--- src/rtl/core/assert_macros.svh ---
// assertion macros used by the dock frame planner rtl
// no dependencies; each macro expands to one labeled concurrent assertion
`ifndef ASSERT_MACROS_SVH
`define ASSERT_MACROS_SVH

// same-cycle implication, disabled while reset is held
`define DFP_ASSERT_SAME(lbl, clk, rstn, ante, cons) \
  lbl: assert property (@(posedge clk) disable iff (!(rstn)) (ante) |-> (cons)) \
    else $error("dock_frame_planner assertion failed");

// next-cycle implication, disabled while reset is held
`define DFP_ASSERT_NEXT(lbl, clk, rstn, ante, cons) \
  lbl: assert property (@(posedge clk) disable iff (!(rstn)) (ante) |=> (cons)) \
    else $error("dock_frame_planner assertion failed");

`endif

--- src/rtl/core/dfp_pkg.sv ---
// shared constants, codes and constant-divisor helpers for the dock frame planner
// no dependencies; used by the channel interfaces and the top level
package dfp_pkg;

  // frame and packet geometry
  localparam int HEADER_BYTES = 9;
  localparam int PACKET_BYTES = 7;

  // field widths
  localparam int FLEN_W = 9;
  localparam int HDR_W  = 32;
  localparam int NUM_W  = 16;
  localparam int BYTE_W = 8;
  localparam int BCD_W  = 28;
  localparam int MASK_W = 5;
  localparam int ACT_W  = 2;

  // configuration port geometry
  localparam int CFG_ADDR_W = 5;
  localparam int CFG_DATA_W = 32;

  // frame and packet byte codes
  localparam logic [HDR_W-1:0]  ID_HEADER  = 32'h0102_0304;
  localparam logic [BYTE_W-1:0] SYNC_BYTE  = 8'h55;
  localparam logic [BYTE_W-1:0] CHARGE_CMD = 8'h04;
  localparam logic [BYTE_W-1:0] ADVERT_CMD = 8'h03;
  localparam logic [BYTE_W-1:0] HBEAT_CMD  = 8'h04;

  // result codes
  typedef enum logic [ACT_W-1:0] {
    ACT_NONE   = 2'd0,
    ACT_CHARGE = 2'd1,
    ACT_SEND   = 2'd2
  } action_t;

  localparam logic STATUS_OK    = 1'b0;
  localparam logic STATUS_SHORT = 1'b1;

  // packet write masks: bits mark bytes one, two, three, four, six
  localparam logic [MASK_W-1:0] MASK_NONE    = 5'h00;
  localparam logic [MASK_W-1:0] MASK_ADVERT  = 5'h07;
  localparam logic [MASK_W-1:0] MASK_REBUILD = 5'h0F;
  localparam logic [MASK_W-1:0] MASK_DELAY   = 5'h10;

  // register indexes
  typedef enum logic [2:0] {
    REG_READY      = 3'd0,
    REG_ADVERTISED = 3'd1,
    REG_HB_LIMIT   = 3'd2,
    REG_THRESHOLD  = 3'd3,
    REG_LONG       = 3'd4,
    REG_SHORT      = 3'd5,
    REG_ADC        = 3'd6
  } reg_idx_t;

  // register reset values
  localparam logic [BYTE_W-1:0] RST_READY      = 8'd0;
  localparam logic [BYTE_W-1:0] RST_ADVERTISED = 8'd1;
  localparam logic [BYTE_W-1:0] RST_HB_LIMIT   = 8'd10;
  localparam logic [BYTE_W-1:0] RST_THRESHOLD  = 8'd128;
  localparam logic [BYTE_W-1:0] RST_LONG       = 8'd0;
  localparam logic [BYTE_W-1:0] RST_SHORT      = 8'd0;
  localparam logic [BYTE_W-1:0] RST_ADC        = 8'd0;

  // reciprocal multipliers, exact for every 16-bit value
  localparam logic [16:0] RECIP_10    = 17'd52429;   // >> 19
  localparam logic [16:0] RECIP_100   = 17'd83887;   // >> 23
  localparam logic [16:0] RECIP_1000  = 17'd67109;   // >> 26
  localparam logic [16:0] RECIP_10000 = 17'd107375;  // >> 30

  // low nibble of x / 10
  function automatic logic [3:0] quo10_nib(input logic [NUM_W-1:0] x);
    logic [32:0] p;
    p = {17'd0, x} * {16'd0, RECIP_10};
    return p[22:19];
  endfunction

  // low nibble of x / 100
  function automatic logic [3:0] quo100_nib(input logic [NUM_W-1:0] x);
    logic [32:0] p;
    p = {17'd0, x} * {16'd0, RECIP_100};
    return p[26:23];
  endfunction

  // low nibble of x / 1000
  function automatic logic [3:0] quo1000_nib(input logic [NUM_W-1:0] x);
    logic [32:0] p;
    p = {17'd0, x} * {16'd0, RECIP_1000};
    return p[29:26];
  endfunction

  // x / 10000, at most six for a 16-bit value
  function automatic logic [3:0] quo10000_nib(input logic [NUM_W-1:0] x);
    logic [32:0] p;
    p = {17'd0, x} * {16'd0, RECIP_10000};
    return {1'b0, p[32:30]};
  endfunction

  // decimal digit from the low nibbles of q and q / 10: (q - 10 * (q / 10)) mod 16
  function automatic logic [3:0] dec_digit(input logic [3:0] hi, input logic [3:0] lo);
    logic [3:0] ten_hi;
    ten_hi = {hi[0], 3'b000} + {hi[2:0], 1'b0};
    return lo - ten_hi;
  endfunction

endpackage

--- src/rtl/core/dfp_if.sv ---
// request channels of the dock frame planner: frame in, plan out
// depends on dfp_pkg for field widths
interface dfp_in_if;
  logic                          valid;
  logic                          ready;
  logic [dfp_pkg::FLEN_W-1:0]    frame_len;
  logic [dfp_pkg::HDR_W-1:0]     header_word;
  logic [dfp_pkg::NUM_W-1:0]     release_number;
  logic [dfp_pkg::NUM_W-1:0]     build_number;
  logic [dfp_pkg::BYTE_W-1:0]    accessory_byte;
  logic [dfp_pkg::BYTE_W-1:0]    mbox_ctrl;
  logic [dfp_pkg::BYTE_W-1:0]    packet_length;
  logic [dfp_pkg::BYTE_W-1:0]    packet_in_b4;
  logic [dfp_pkg::BYTE_W-1:0]    packet_in_b6;

  modport source (
    output valid, frame_len, header_word, release_number, build_number,
           accessory_byte, mbox_ctrl, packet_length, packet_in_b4, packet_in_b6,
    input  ready
  );
  modport sink (
    input  valid, frame_len, header_word, release_number, build_number,
           accessory_byte, mbox_ctrl, packet_length, packet_in_b4, packet_in_b6,
    output ready
  );
endinterface

interface dfp_out_if;
  logic                          valid;
  logic                          ready;
  logic                          status;
  logic [dfp_pkg::ACT_W-1:0]     action;
  logic [dfp_pkg::BYTE_W-1:0]    packet_out_b1;
  logic [dfp_pkg::BYTE_W-1:0]    packet_out_b2;
  logic [dfp_pkg::BYTE_W-1:0]    packet_out_b3;
  logic [dfp_pkg::BYTE_W-1:0]    packet_out_b4;
  logic [dfp_pkg::BYTE_W-1:0]    packet_out_b6;
  logic [dfp_pkg::MASK_W-1:0]    packet_write_mask;
  logic [dfp_pkg::BCD_W-1:0]     version_bcd;
  logic [dfp_pkg::BYTE_W-1:0]    heartbeat_now;
  logic                          field_seen_now;

  modport source (
    output valid, status, action, packet_out_b1, packet_out_b2, packet_out_b3,
           packet_out_b4, packet_out_b6, packet_write_mask, version_bcd,
           heartbeat_now, field_seen_now,
    input  ready
  );
  modport sink (
    input  valid, status, action, packet_out_b1, packet_out_b2, packet_out_b3,
           packet_out_b4, packet_out_b6, packet_write_mask, version_bcd,
           heartbeat_now, field_seen_now,
    output ready
  );
endinterface

--- src/rtl/core/dock_frame_planner.sv ---
// dock frame planner top level: input register, planning logic, result register, apb registers
// depends on dfp_pkg, dfp_in_if / dfp_out_if and assert_macros.svh
//
// The planner takes one received mailbox frame header per request and returns exactly one
// plan per request: status, dock action, the control packet bytes to write with their mask,
// and the stored version, heartbeat and field-seen state after that frame. A new request is
// accepted in every cycle in which the input register is empty or moves on. A request passes
// from the input register, which holds it with the decimal quotients of its version fields,
// through the planning logic, which updates the dock state and loads the result register,
// and its plan is offered on the result channel. The rate is one request per cycle as long as
// the result side takes plans; when it stalls, both registers fill and then the input side
// stalls. The user must write registers over the apb port only while the planner is idle; the
// planner does not enforce this. There is no clearing pass after reset.
`include "assert_macros.svh"

module dock_frame_planner (
  input  logic                              clk,
  input  logic                              rst_n,
  dfp_in_if.sink                            in_ch,
  dfp_out_if.source                         out_ch,
  input  logic                              cfg_psel,
  input  logic                              cfg_penable,
  input  logic                              cfg_pwrite,
  input  logic [dfp_pkg::CFG_ADDR_W-1:0]    cfg_paddr,
  input  logic [dfp_pkg::CFG_DATA_W-1:0]    cfg_pwdata,
  output logic [dfp_pkg::CFG_DATA_W-1:0]    cfg_prdata,
  output logic                              cfg_pready
);

  // decoded request held in the input register
  typedef struct packed {
    logic                        id_frame;
    logic                        charge_frame;
    logic                        pkt_short;
    logic [3:0]                  rel_q0;
    logic [3:0]                  rel_q1;
    logic [3:0]                  rel_q2;
    logic [3:0]                  rel_q3;
    logic [3:0]                  bld_q0;
    logic [3:0]                  bld_q1;
    logic [3:0]                  bld_q2;
    logic [3:0]                  bld_q3;
    logic [3:0]                  bld_q4;
    logic [dfp_pkg::BYTE_W-1:0]  accessory;
    logic [dfp_pkg::BYTE_W-1:0]  mailbox;
    logic [dfp_pkg::BYTE_W-1:0]  b4;
    logic [dfp_pkg::BYTE_W-1:0]  b6;
  } stage_t;

  // plan held in the result register
  typedef struct packed {
    logic                        status;
    dfp_pkg::action_t            action;
    logic [dfp_pkg::BYTE_W-1:0]  b1;
    logic [dfp_pkg::BYTE_W-1:0]  b2;
    logic [dfp_pkg::BYTE_W-1:0]  b3;
    logic [dfp_pkg::BYTE_W-1:0]  b4;
    logic [dfp_pkg::BYTE_W-1:0]  b6;
    logic [dfp_pkg::MASK_W-1:0]  mask;
  } plan_t;

  // configuration registers
  logic [dfp_pkg::BYTE_W-1:0] ready_code_r;
  logic [dfp_pkg::BYTE_W-1:0] advertised_r;
  logic [dfp_pkg::BYTE_W-1:0] hb_limit_r;
  logic [dfp_pkg::BYTE_W-1:0] threshold_r;
  logic [dfp_pkg::BYTE_W-1:0] delay_long_r;
  logic [dfp_pkg::BYTE_W-1:0] delay_short_r;
  logic [dfp_pkg::BYTE_W-1:0] adc_ref_r;

  // dock state
  logic [dfp_pkg::BYTE_W-1:0] heartbeat_r,  heartbeat_nxt;
  logic [dfp_pkg::BYTE_W-1:0] marker_r,     marker_nxt;
  logic [dfp_pkg::BYTE_W-1:0] cached_r,     cached_nxt;
  logic [dfp_pkg::BCD_W-1:0]  version_r,    version_nxt;
  logic [dfp_pkg::BYTE_W-1:0] accessory_r,  accessory_nxt;
  logic                       seen_r,       seen_nxt;

  // pipeline registers
  logic   s1_v_r;
  stage_t s1_r, s1_nxt;
  logic   out_v_r;
  plan_t  plan_r, plan_nxt;

  logic   advance;
  logic   in_take;
  logic   cfg_wr;
  dfp_pkg::reg_idx_t cfg_idx;

  // handshake: the input register moves on whenever the result register is free or drains
  assign advance     = s1_v_r && (!out_v_r || out_ch.ready);
  assign in_ch.ready = !s1_v_r || advance;
  assign in_take     = in_ch.valid && in_ch.ready;

  // request decode and decimal quotients ahead of the input register
  always_comb begin
    s1_nxt.id_frame     = (in_ch.frame_len >= dfp_pkg::FLEN_W'(dfp_pkg::HEADER_BYTES))
                          && (in_ch.header_word == dfp_pkg::ID_HEADER);
    s1_nxt.charge_frame = (in_ch.frame_len >= dfp_pkg::FLEN_W'(2))
                          && (in_ch.header_word[31:24] == dfp_pkg::SYNC_BYTE)
                          && (in_ch.header_word[23:16] == dfp_pkg::CHARGE_CMD);
    s1_nxt.pkt_short    = in_ch.packet_length < dfp_pkg::BYTE_W'(dfp_pkg::PACKET_BYTES);
    s1_nxt.rel_q0       = in_ch.release_number[3:0];
    s1_nxt.rel_q1       = dfp_pkg::quo10_nib(in_ch.release_number);
    s1_nxt.rel_q2       = dfp_pkg::quo100_nib(in_ch.release_number);
    s1_nxt.rel_q3       = dfp_pkg::quo1000_nib(in_ch.release_number);
    s1_nxt.bld_q0       = in_ch.build_number[3:0];
    s1_nxt.bld_q1       = dfp_pkg::quo10_nib(in_ch.build_number);
    s1_nxt.bld_q2       = dfp_pkg::quo100_nib(in_ch.build_number);
    s1_nxt.bld_q3       = dfp_pkg::quo1000_nib(in_ch.build_number);
    s1_nxt.bld_q4       = dfp_pkg::quo10000_nib(in_ch.build_number);
    s1_nxt.accessory    = in_ch.accessory_byte;
    s1_nxt.mailbox      = in_ch.mbox_ctrl;
    s1_nxt.b4           = in_ch.packet_in_b4;
    s1_nxt.b6           = in_ch.packet_in_b6;
  end

  // planning logic: state update and packet rewrite for the request in the input register
  always_comb begin
    logic [dfp_pkg::BYTE_W-1:0] hb_inc;
    logic [dfp_pkg::BYTE_W-1:0] sampled;
    logic                       big_build;
    logic [dfp_pkg::BCD_W-1:0]  packed_version;

    heartbeat_nxt = heartbeat_r;
    marker_nxt    = marker_r;
    cached_nxt    = cached_r;
    version_nxt   = version_r;
    accessory_nxt = accessory_r;
    seen_nxt      = seen_r;

    plan_nxt        = '0;
    plan_nxt.status = dfp_pkg::STATUS_OK;
    plan_nxt.action = dfp_pkg::ACT_NONE;
    plan_nxt.mask   = dfp_pkg::MASK_NONE;

    hb_inc  = heartbeat_r + 8'd1;
    sampled = {2'b00, s1_r.b4[7:2]};

    // bcd version: three release digits, four build digits (top four when build >= 10000)
    big_build = s1_r.bld_q4 != 4'd0;
    packed_version[27:24] = dfp_pkg::dec_digit(s1_r.rel_q3, s1_r.rel_q2);
    packed_version[23:20] = dfp_pkg::dec_digit(s1_r.rel_q2, s1_r.rel_q1);
    packed_version[19:16] = dfp_pkg::dec_digit(s1_r.rel_q1, s1_r.rel_q0);
    if (big_build) begin
      packed_version[15:12] = s1_r.bld_q4;
      packed_version[11:8]  = dfp_pkg::dec_digit(s1_r.bld_q4, s1_r.bld_q3);
      packed_version[7:4]   = dfp_pkg::dec_digit(s1_r.bld_q3, s1_r.bld_q2);
      packed_version[3:0]   = dfp_pkg::dec_digit(s1_r.bld_q2, s1_r.bld_q1);
    end else begin
      packed_version[15:12] = s1_r.bld_q3;
      packed_version[11:8]  = dfp_pkg::dec_digit(s1_r.bld_q3, s1_r.bld_q2);
      packed_version[7:4]   = dfp_pkg::dec_digit(s1_r.bld_q2, s1_r.bld_q1);
      packed_version[3:0]   = dfp_pkg::dec_digit(s1_r.bld_q1, s1_r.bld_q0);
    end

    if (!s1_r.id_frame) begin
      // other frames can only schedule the charge field
      if (s1_r.charge_frame) begin
        plan_nxt.action = dfp_pkg::ACT_CHARGE;
      end
    end else if (s1_r.pkt_short) begin
      plan_nxt.status = dfp_pkg::STATUS_SHORT;
    end else begin
      heartbeat_nxt = hb_inc;
      version_nxt   = packed_version;
      accessory_nxt = s1_r.accessory;
      seen_nxt      = 1'b1;
      if (s1_r.mailbox == ready_code_r) begin
        plan_nxt.action = dfp_pkg::ACT_SEND;
        if (marker_r != advertised_r) begin
          // one-time advertisement
          plan_nxt.b1   = dfp_pkg::SYNC_BYTE;
          plan_nxt.b2   = dfp_pkg::ADVERT_CMD;
          plan_nxt.b3   = marker_r;
          plan_nxt.mask = dfp_pkg::MASK_ADVERT;
          marker_nxt    = advertised_r;
        end else if (hb_inc <= hb_limit_r) begin
          // cache a short field delay, else restore the cached one
          if (s1_r.b6 < threshold_r) begin
            cached_nxt = s1_r.b6;
          end else begin
            plan_nxt.b6   = cached_r;
            plan_nxt.mask = dfp_pkg::MASK_DELAY;
          end
        end else begin
          // heartbeat packet rebuild
          heartbeat_nxt = '0;
          plan_nxt.b1   = dfp_pkg::SYNC_BYTE;
          plan_nxt.b2   = dfp_pkg::HBEAT_CMD;
          plan_nxt.b3   = '0;
          plan_nxt.b4   = (adc_ref_r < sampled) ? delay_long_r : delay_short_r;
          plan_nxt.mask = dfp_pkg::MASK_REBUILD;
        end
      end
    end
  end

  // pipeline control and dock state
  always_ff @(posedge clk) begin
    if (!rst_n) begin
      s1_v_r      <= 1'b0;
      out_v_r     <= 1'b0;
      heartbeat_r <= '0;
      marker_r    <= '0;
      cached_r    <= '0;
      version_r   <= '0;
      accessory_r <= '0;
      seen_r      <= 1'b0;
    end else begin
      if (in_ch.ready) begin
        s1_v_r <= in_ch.valid;
      end
      if (advance) begin
        out_v_r     <= 1'b1;
        heartbeat_r <= heartbeat_nxt;
        marker_r    <= marker_nxt;
        cached_r    <= cached_nxt;
        version_r   <= version_nxt;
        accessory_r <= accessory_nxt;
        seen_r      <= seen_nxt;
      end else if (out_ch.ready) begin
        out_v_r <= 1'b0;
      end
    end
  end

  // payload registers
  always_ff @(posedge clk) begin
    if (in_take) begin
      s1_r <= s1_nxt;
    end
    if (advance) begin
      plan_r <= plan_nxt;
    end
  end

  // result channel; state fields follow the plan they belong to
  logic [dfp_pkg::BYTE_W-1:0] hb_out_r;
  logic [dfp_pkg::BCD_W-1:0]  version_out_r;
  logic                       seen_out_r;

  always_ff @(posedge clk) begin
    if (advance) begin
      hb_out_r      <= heartbeat_nxt;
      version_out_r <= version_nxt;
      seen_out_r    <= seen_nxt;
    end
  end

  assign out_ch.valid             = out_v_r;
  assign out_ch.status            = plan_r.status;
  assign out_ch.action            = plan_r.action;
  assign out_ch.packet_out_b1     = plan_r.b1;
  assign out_ch.packet_out_b2     = plan_r.b2;
  assign out_ch.packet_out_b3     = plan_r.b3;
  assign out_ch.packet_out_b4     = plan_r.b4;
  assign out_ch.packet_out_b6     = plan_r.b6;
  assign out_ch.packet_write_mask = plan_r.mask;
  assign out_ch.version_bcd       = version_out_r;
  assign out_ch.heartbeat_now     = hb_out_r;
  assign out_ch.field_seen_now    = seen_out_r;

  // apb register file
  assign cfg_pready = 1'b1;
  assign cfg_wr     = cfg_psel && cfg_penable && cfg_pwrite;
  assign cfg_idx    = dfp_pkg::reg_idx_t'(cfg_paddr[4:2]);

  always_ff @(posedge clk) begin
    if (!rst_n) begin
      ready_code_r  <= dfp_pkg::RST_READY;
      advertised_r  <= dfp_pkg::RST_ADVERTISED;
      hb_limit_r    <= dfp_pkg::RST_HB_LIMIT;
      threshold_r   <= dfp_pkg::RST_THRESHOLD;
      delay_long_r  <= dfp_pkg::RST_LONG;
      delay_short_r <= dfp_pkg::RST_SHORT;
      adc_ref_r     <= dfp_pkg::RST_ADC;
    end else if (cfg_wr) begin
      case (cfg_idx)
        dfp_pkg::REG_READY:      ready_code_r  <= cfg_pwdata[7:0];
        dfp_pkg::REG_ADVERTISED: advertised_r  <= cfg_pwdata[7:0];
        dfp_pkg::REG_HB_LIMIT:   hb_limit_r    <= cfg_pwdata[7:0];
        dfp_pkg::REG_THRESHOLD:  threshold_r   <= cfg_pwdata[7:0];
        dfp_pkg::REG_LONG:       delay_long_r  <= cfg_pwdata[7:0];
        dfp_pkg::REG_SHORT:      delay_short_r <= cfg_pwdata[7:0];
        dfp_pkg::REG_ADC:        adc_ref_r     <= cfg_pwdata[7:0];
        default: ;
      endcase
    end
  end

  // register read-back
  always_comb begin
    case (cfg_idx)
      dfp_pkg::REG_READY:      cfg_prdata = {24'd0, ready_code_r};
      dfp_pkg::REG_ADVERTISED: cfg_prdata = {24'd0, advertised_r};
      dfp_pkg::REG_HB_LIMIT:   cfg_prdata = {24'd0, hb_limit_r};
      dfp_pkg::REG_THRESHOLD:  cfg_prdata = {24'd0, threshold_r};
      dfp_pkg::REG_LONG:       cfg_prdata = {24'd0, delay_long_r};
      dfp_pkg::REG_SHORT:      cfg_prdata = {24'd0, delay_short_r};
      dfp_pkg::REG_ADC:        cfg_prdata = {24'd0, adc_ref_r};
      default:                 cfg_prdata = '0;
    endcase
  end

  // a short packet never sends or writes anything
  `DFP_ASSERT_SAME(a_short_no_write, clk, rst_n,
    out_v_r && (plan_r.status == dfp_pkg::STATUS_SHORT),
    (plan_r.action == dfp_pkg::ACT_NONE) && (plan_r.mask == dfp_pkg::MASK_NONE))

  // written bytes only come with a send action
  `DFP_ASSERT_SAME(a_mask_needs_send, clk, rst_n,
    out_v_r && (plan_r.mask != dfp_pkg::MASK_NONE),
    plan_r.action == dfp_pkg::ACT_SEND)

  // a rebuilt heartbeat packet restarts the heartbeat count
  `DFP_ASSERT_SAME(a_rebuild_clears_hb, clk, rst_n,
    out_v_r && (plan_r.mask == dfp_pkg::MASK_REBUILD),
    hb_out_r == '0)

  // a stalled plan blocks the input once the input register is full
  `DFP_ASSERT_SAME(a_full_stalls_input, clk, rst_n,
    s1_v_r && out_v_r && !out_ch.ready,
    !in_ch.ready)

  // field-seen never drops once set
  `DFP_ASSERT_NEXT(a_seen_sticky, clk, rst_n,
    seen_r,
    seen_r)

endmodule

--- src/flat_wrapper.sv ---
// flat-port wrapper written by rule: the top's interface ports become plain ports
module dock_frame_planner_flat 
  (clk, rst_n, cfg_psel, cfg_penable, cfg_pwrite, cfg_paddr, cfg_pwdata, cfg_prdata, cfg_pready, in_ch_valid, in_ch_frame_len, in_ch_header_word, in_ch_release_number, in_ch_build_number, in_ch_accessory_byte, in_ch_mbox_ctrl, in_ch_packet_length, in_ch_packet_in_b4, in_ch_packet_in_b6, in_ch_ready, out_ch_valid, out_ch_status, out_ch_action, out_ch_packet_out_b1, out_ch_packet_out_b2, out_ch_packet_out_b3, out_ch_packet_out_b4, out_ch_packet_out_b6, out_ch_packet_write_mask, out_ch_version_bcd, out_ch_heartbeat_now, out_ch_field_seen_now, out_ch_ready);
  dfp_in_if in_ch_i ();
  dfp_out_if out_ch_i ();
  input  logic clk;
  input  logic rst_n;
  input  logic cfg_psel;
  input  logic cfg_penable;
  input  logic cfg_pwrite;
  input  logic [dfp_pkg::CFG_ADDR_W-1:0] cfg_paddr;
  input  logic [dfp_pkg::CFG_DATA_W-1:0] cfg_pwdata;
  output logic [dfp_pkg::CFG_DATA_W-1:0] cfg_prdata;
  output logic cfg_pready;
  input wire logic [$bits(in_ch_i.valid)-1:0] in_ch_valid;
  input wire logic [$bits(in_ch_i.frame_len)-1:0] in_ch_frame_len;
  input wire logic [$bits(in_ch_i.header_word)-1:0] in_ch_header_word;
  input wire logic [$bits(in_ch_i.release_number)-1:0] in_ch_release_number;
  input wire logic [$bits(in_ch_i.build_number)-1:0] in_ch_build_number;
  input wire logic [$bits(in_ch_i.accessory_byte)-1:0] in_ch_accessory_byte;
  input wire logic [$bits(in_ch_i.mbox_ctrl)-1:0] in_ch_mbox_ctrl;
  input wire logic [$bits(in_ch_i.packet_length)-1:0] in_ch_packet_length;
  input wire logic [$bits(in_ch_i.packet_in_b4)-1:0] in_ch_packet_in_b4;
  input wire logic [$bits(in_ch_i.packet_in_b6)-1:0] in_ch_packet_in_b6;
  output wire logic [$bits(in_ch_i.ready)-1:0] in_ch_ready;
  output wire logic [$bits(out_ch_i.valid)-1:0] out_ch_valid;
  output wire logic [$bits(out_ch_i.status)-1:0] out_ch_status;
  output wire logic [$bits(out_ch_i.action)-1:0] out_ch_action;
  output wire logic [$bits(out_ch_i.packet_out_b1)-1:0] out_ch_packet_out_b1;
  output wire logic [$bits(out_ch_i.packet_out_b2)-1:0] out_ch_packet_out_b2;
  output wire logic [$bits(out_ch_i.packet_out_b3)-1:0] out_ch_packet_out_b3;
  output wire logic [$bits(out_ch_i.packet_out_b4)-1:0] out_ch_packet_out_b4;
  output wire logic [$bits(out_ch_i.packet_out_b6)-1:0] out_ch_packet_out_b6;
  output wire logic [$bits(out_ch_i.packet_write_mask)-1:0] out_ch_packet_write_mask;
  output wire logic [$bits(out_ch_i.version_bcd)-1:0] out_ch_version_bcd;
  output wire logic [$bits(out_ch_i.heartbeat_now)-1:0] out_ch_heartbeat_now;
  output wire logic [$bits(out_ch_i.field_seen_now)-1:0] out_ch_field_seen_now;
  input wire logic [$bits(out_ch_i.ready)-1:0] out_ch_ready;
  assign in_ch_i.valid = in_ch_valid;
  assign in_ch_i.frame_len = in_ch_frame_len;
  assign in_ch_i.header_word = in_ch_header_word;
  assign in_ch_i.release_number = in_ch_release_number;
  assign in_ch_i.build_number = in_ch_build_number;
  assign in_ch_i.accessory_byte = in_ch_accessory_byte;
  assign in_ch_i.mbox_ctrl = in_ch_mbox_ctrl;
  assign in_ch_i.packet_length = in_ch_packet_length;
  assign in_ch_i.packet_in_b4 = in_ch_packet_in_b4;
  assign in_ch_i.packet_in_b6 = in_ch_packet_in_b6;
  assign in_ch_ready = in_ch_i.ready;
  assign out_ch_valid = out_ch_i.valid;
  assign out_ch_status = out_ch_i.status;
  assign out_ch_action = out_ch_i.action;
  assign out_ch_packet_out_b1 = out_ch_i.packet_out_b1;
  assign out_ch_packet_out_b2 = out_ch_i.packet_out_b2;
  assign out_ch_packet_out_b3 = out_ch_i.packet_out_b3;
  assign out_ch_packet_out_b4 = out_ch_i.packet_out_b4;
  assign out_ch_packet_out_b6 = out_ch_i.packet_out_b6;
  assign out_ch_packet_write_mask = out_ch_i.packet_write_mask;
  assign out_ch_version_bcd = out_ch_i.version_bcd;
  assign out_ch_heartbeat_now = out_ch_i.heartbeat_now;
  assign out_ch_field_seen_now = out_ch_i.field_seen_now;
  assign out_ch_i.ready = out_ch_ready;
  dock_frame_planner u_core (.clk(clk), .rst_n(rst_n), .in_ch(in_ch_i), .out_ch(out_ch_i), .cfg_psel(cfg_psel), .cfg_penable(cfg_penable), .cfg_pwrite(cfg_pwrite), .cfg_paddr(cfg_paddr), .cfg_pwdata(cfg_pwdata), .cfg_prdata(cfg_prdata), .cfg_pready(cfg_pready));
endmodule
--- config.mk ---
export PLATFORM = sky130hd
export DESIGN_NAME = dock_frame_planner_flat
export DESIGN_NICKNAME = d
export VERILOG_FILES = /design/src/rtl/core/dfp_pkg.sv /design/src/rtl/core/dfp_if.sv /design/src/rtl/core/dock_frame_planner.sv /design/src/flat_wrapper.sv
export VERILOG_INCLUDE_DIRS = /design/src /design/src/rtl/core
export SDC_FILE = /design/constraint.sdc
export NUM_CORES = 2
export LEC_CHECK = 0
export BUFFER_PORTS_ARGS = -buffer_cell sky130_fd_sc_hd__buf_2
export CAP_MARGIN = 5
export CORE_ASPECT_RATIO = 1.1
export CORE_UTILIZATION = 68
export DETAILED_ROUTE_END_ITERATION = 6
export GPL_ROUTABILITY_DRIVEN = 0
export PLACE_DENSITY = 0.95
export SETUP_SLACK_MARGIN = 0.2
export SLEW_MARGIN = 25
export SYNTH_ARGS = -nofsm -noshare
export SYNTH_HDL_FRONTEND = slang
export SYNTH_SLANG_ARGS = --single-unit
--- constraint.sdc ---
create_clock -name clk -period 14.4 [get_ports clk]
set_input_delay 2.88 -clock clk [delete_from_list [all_inputs] [get_ports clk]]
set_output_delay 2.88 -clock clk [all_outputs]
set_load 0.01 [all_outputs]
=== Word-level counts from Yosys, hierarchy flattened ===
Index checks and enable logic that the tools add are counted.

* Register bits after elaboration: 257
* Input bits: 157
* Output and inout bits: 120
* Logic and storage cells: 142

* $add $sub $neg: 15
* Multipliers: 7
* Order comparisons: 6
* Eq/ne operators: 11
* Mux-type cells: 26
* Bitwise logic cells: 5
* Reductions and logical operators: 28

{| class="wikitable"
|+ Operator list
! operator !! number
|-
| $mux 47 || 2
|-
| $mux 28 || 2
|-
| $mux 8 || 7
|-
| $pmux 8 s7 || 1
|-
| $mul 16x17->27 const B || 2
|-
| $mul 16x16->23 const B || 2
|-
| $mul 16x17->33 const B || 1
|-
| $eq 32x25->1 const B || 1
|-
| $mux 16 || 2
|-
| $mux 31 || 1
|-
| $mul 16x17->30 const B || 1
|-
| $mul 16x17->29 const B || 1
|-
| $add 4x4->4 || 7
|-
| $sub 4x4->4 || 7
|-
| $mux 24 || 1
|-
| $reduce_and 2->1 || 7
|-
| $mux 13 || 1
|-
| $mux 5 || 2
|-
| $reduce_or 5->1 || 2
|-
| $eq 3x3->1 const B || 3
|-
| $ge 9x2->1 const B || 1
|-
| $ge 9x4->1 const B || 1
|-
| $add 8x1->8 const B || 1
|-
| $eq 8x3->1 const B || 1
|-
| 23 further kinds || 41
|}

=== Logic depth before layout (Yosys ltp) ===
* Depth after elaboration: 7
* Gate-level depth with buffers: 20
* Mapped depth without buffers: 20

=== Worst setup path before layout ===
Ideal clock, no wire load.

* Path kind: input to register
* Start point: in in_ch_build_number[4]
* End point: reg u_core.s1_r[43] (netlist name) (data pin)
* Library setup time: 0.266 ns
* Data arrival time: 7.614 ns
* Data required time: 14.134 ns
* Setup slack: 6.520 ns
* Stages: 17
* Path buffers: 0
* Cell sequence: fa_1 inv_1 fa_1 inv_1 fa_1 fa_1 inv_1 fa_1 fa_1 inv_1 ha_1 a2111o_1 a31oi_1 a2111oi_0 o21a_1 o41ai_1 xnor2_1

{| class="wikitable"
|+ RTL lines
! what !! RTL line !! source
|-
| start, declared || flat_wrapper.sv:19 || <nowiki>input wire logic [$bits(in_ch_i.build_number)-1:0] in_ch_build_number;</nowiki>
|-
| end signal, assigned || dock_frame_planner.sv:231 || <nowiki>s1_r <= s1_nxt;</nowiki>
|-
| end, declared || dock_frame_planner.sv:81 || <nowiki>stage_t s1_r, s1_nxt;</nowiki>
|}

==> metrics.md <==
| Metric | Value |
|---|---|
| Top post-synthesis cells by area | fa_1, ha_1, edfxtp_1, inv_1, dfxtp_1 |
| Root buffer cell | clkbuf_16 |
| Drt drc | 1 |
| Clk_lat worst skew | 0.53 ns |
| R2R Path Start | u_core.heartbeat_r[0] |
| Std-Cell Rows | 86 |
| Layout Cells excl Fill | 4231 |
| Post-layout min period | 9.31 ns |
| Post-synth EDFFs | 127 |
| Met1 Wirelength | 32400 µm |
| Xor/xnor cell area share of the yosys netlist | 0.0290 |
| WHS Endpoint | u_core.cached_r[6] |
| Synth Area per Inst | 10.3 µm² |
| CTS Buffer Depth | 3 |
| Crit Reg-Reg Endpoint | u_core.out_ch.packet_out_b4[3] |
| Critical path type | input pin to flop |
| CTS clk-pin slew, worst paths | 0.07 ns |
| WL final | 101000 µm |
| Mux cell area share after synthesis | 0.0303 |
| Reg-to-reg setup timing slack | 10.29 ns |
| GR Util All Layers | 0.398 |
| Final instance area | 0.0371 mm² |
| Initial antenna violation count | 4 |
| GR Overflow Total | 0 |
| Outcome | finished, violations left |
| Most frequent cells in the layout | inv_1, ha_1, fa_1 |
| Crit-path max FO | 12 |
| Top Metal Used | met5 |
| Worst vdd ir | 0.195 mV |
| Layout cell share with drive strength beyond 1 | 0.0857 |
| Final ANT Viol Nets | 0 |
| Cts repair resizes | 0 |
| Failing checks | design-rule violations |
| Die Area | 0.0520 mm² |
| Vias in the first global route | 29200 |
| Post-Synth Simple-Gate Area | 0.0650 |
| Drt pass-1 iters | 7 |
| Initial DRC count | 2659 |
| Post-DP HPWL | 79000 µm |
| Synth async-reset ratio | 0 |
| Tcrit/Tclk final | 0.646 |
| Fin. max-slew vios | 0 |
| Final #Nets | 4918 |
| Synth Area in Compound Gates | 0.0551 |
| Post-synthesis register bit count | 238 |
| Layout area overhead | 6.89% |
| Post-Syn Instances | 3366 |
| Die X | 217 µm |
| Initial Util | 0.691 |
| Adder-cell share of the synthesized area | 0.543 |
| Worst-Margin Slew | 0.999 ns |
| Final Hold Fails | 0 |
| Detailed-route via count | 26400 |
| Arrival time of the worst setup path | 9.49 ns |
| Yosys cell types | 71 |
| Met2 wire len | 46400 µm |
| Setup Fix Bufs, Post-CTS | 0 |
| Placed cell area | 0.0363 mm² |
| Post-synth top area share | 0.288 |
| Most used DFF post-synth | edfxtp_1 |
| Max_cap viols | 0 |
| Leakage | 19.3 nW |
| Antenna fix cells | 0 |
| CTS tree | done |
| Post-synth top area cell | fa_1 |
| Path type of the worst min-delay path | flop to flop |
| Main combinational cell family by area after synthesis | adder cells |
| Mapped cell area | 0.0347 mm² |
| # IOs | 277 |
| Inst Count DP | 4188 |
| Yosys warns | 0 |
| Total CTS buffers | 24 |
| Most common cell after layout, fill and taps aside | inv_1 |
| DIE HEIGHT | 239 µm |
| Drt wl/cell | 23.9 µm |
| RSZ-0062 raised after global routing | false |
| Vias per std cell | 6.23 |
| Sequential share of the synthesized area | 0.174 |
| Req. time, crit path | 14.58 ns |
| Slew headroom | 0.330 |
| Core ar. | 0.0503 mm² |
| Largest net degree at the start of global routing | 76 |
| CP endpoint kind | flop |
| Metal3 WL | 12600 µm |
| H-tree levels | 1 |
| Hold buffers post-CTS | 0 |
| Final setup fails | 0 |
| PD cells | 198 mW/mm² |
| Worst Skew | 0.0139 ns |
| CTS sink cnt | 238 |
| Setup TNS | 0 ns |
| Fmax achieved | 107 MHz |
| Reg2reg path depth | 11 |
| First-pass GRT wire length | 155000 µm |
| HP Start | u_core.cached_r[6] |
| Hold Crit Depth | 2 |
| PortBufs | 206 |
| Worst Setup Start Kind | input pin |
state kept, by name, summed over array words and instances, names as in the netlist, 2 cells and up:
register and flops:
u_core.cached_r 8, u_core.out_ch.packet_out_b4 8, u_core.delay_short_r 8, u_core.out_ch.packet_out_b6 8, u_core.advertised_r 8, u_core.marker_r 8, u_core.version_r 28, u_core.s1_r 59
u_core.ready_code_r 8, u_core.out_ch.packet_write_mask 3, u_core.threshold_r 8, u_core.out_ch.packet_out_b3 8, u_core.heartbeat_r 8, u_core.out_ch.heartbeat_now 8, u_core.out_ch.action 2, u_core.delay_long_r 8
u_core.hb_limit_r 8, u_core.out_ch.version_bcd 28, u_core.adc_ref_r 8
cells in the mapped netlist, types with 3 or more instances:
cell and number:
nor2_1 150, o211ai_1 9, a211o_1 6, mux4_2 6, ha_1 707, clkbuf_1 38, or3_1 3, and3_1 3
or2_2 5, inv_1 829, nand2_1 182, a31oi_1 8, a211oi_1 13, a21o_1 22, o22ai_1 6, o21ai_2 8
nor2b_1 12, xnor2_1 87, nor4_1 11, and4_1 3, a2111oi_0 7, a22o_1 3, and3_2 8, buf_4 42
a221oi_1 3, o31ai_1 4, mux2_2 9, a21oi_1 91, xor2_1 28, or4_1 3, o21ai_0 74, mux2i_1 79
nand2b_1 10, o21bai_1 6, fa_1 500, dfxtp_1 111, o21a_1 13, nand3_1 33, edfxtp_1 127, and2_1 14
o221ai_1 3, nand4_1 30, nor3_1 21
per-stage QoR:
stage / hold slack, ns / setup WS (ns) / util / power (mW)
5_1_grt: 0.470 / 4.99 / 0.739 / 7.93
4_1_cts: 0.452 / 5.61 / 0.739 / 7.07
3_5_place_dp: 0.443 / 5.07 / 0.722 / 6.38
6_report: 0.450 / 5.09 / 0.739 / 7.36
2_1_floorplan: 0.431 / 6.52 / - / 4.69
3_3_place_gp: 0.438 / 5.26 / 0.722 / 5.73
worst max path at each step:
stage | startpoint | endpoint | slack [ns] | cells after the start
after floorplan | in_ch_build_number[4] | u_core.s1_r[43] | 6.52 | 17
after global placement | in_ch_build_number[14] | u_core.s1_r[33] | 5.26 | 19
after detailed placement | in_ch_build_number[14] | u_core.s1_r[33] | 5.07 | 19
after CTS | in_ch_build_number[14] | u_core.s1_r[33] | 5.61 | 19
after global routing | in_ch_build_number[5] | u_core.s1_r[47] | 4.99 | 18
final | in_ch_build_number[5] | u_core.s1_r[47] | 5.09 | 18
final cells by class:
class                           count  area [µm²]
Clock inverter                     10        93.8
Clock buffer                       33         728
Sequential cell                   238        6040
Tap cell                          660         826
Timing Repair Buffer              215        1100
Inverter                          829        3110
Fill cell                        2824       13100
Multi-Input combinational cell   2246       25200
power by group:
part / switching, mW / internal, mW / total, mW
Combinational: 3.46 / 2.35 / 5.81
Sequential: 0.0506 / 0.857 / 0.908
Clock: 0.264 / 0.374 / 0.638
worst max-delay path, cell delays in order:
cell      delay, ns
buf_2          0.40
inv_1          0.41
ha_1           0.51
inv_1          0.29
fa_1           0.58
inv_1          0.06
fa_1           0.54
inv_1          0.06
fa_1           0.52
fa_1           0.53
fa_1           0.49
ha_1           0.31
nand4_1        0.11
a211oi_1       0.43
nand3_1        0.17
a31oi_1        0.28
nor2_1         0.12
xnor2_1        0.79
routing by layer:
metal / vias to the layer above / GRT usage
met3: 804 / 0.134
met2: 1964 / 0.640
met4: 6 / 0.327
li1: 11100 / -
met5: - / 0
met1: 12500 / 0.427
kinds of logic after synthesis:
family	Yosys count
other cells	2
fa+ha+maj	1207
buf+inv	914
compound gates	298
flops	238
simple gates	497
mux	95
xor+xnor	115
(Power assumes the default switching activity.)
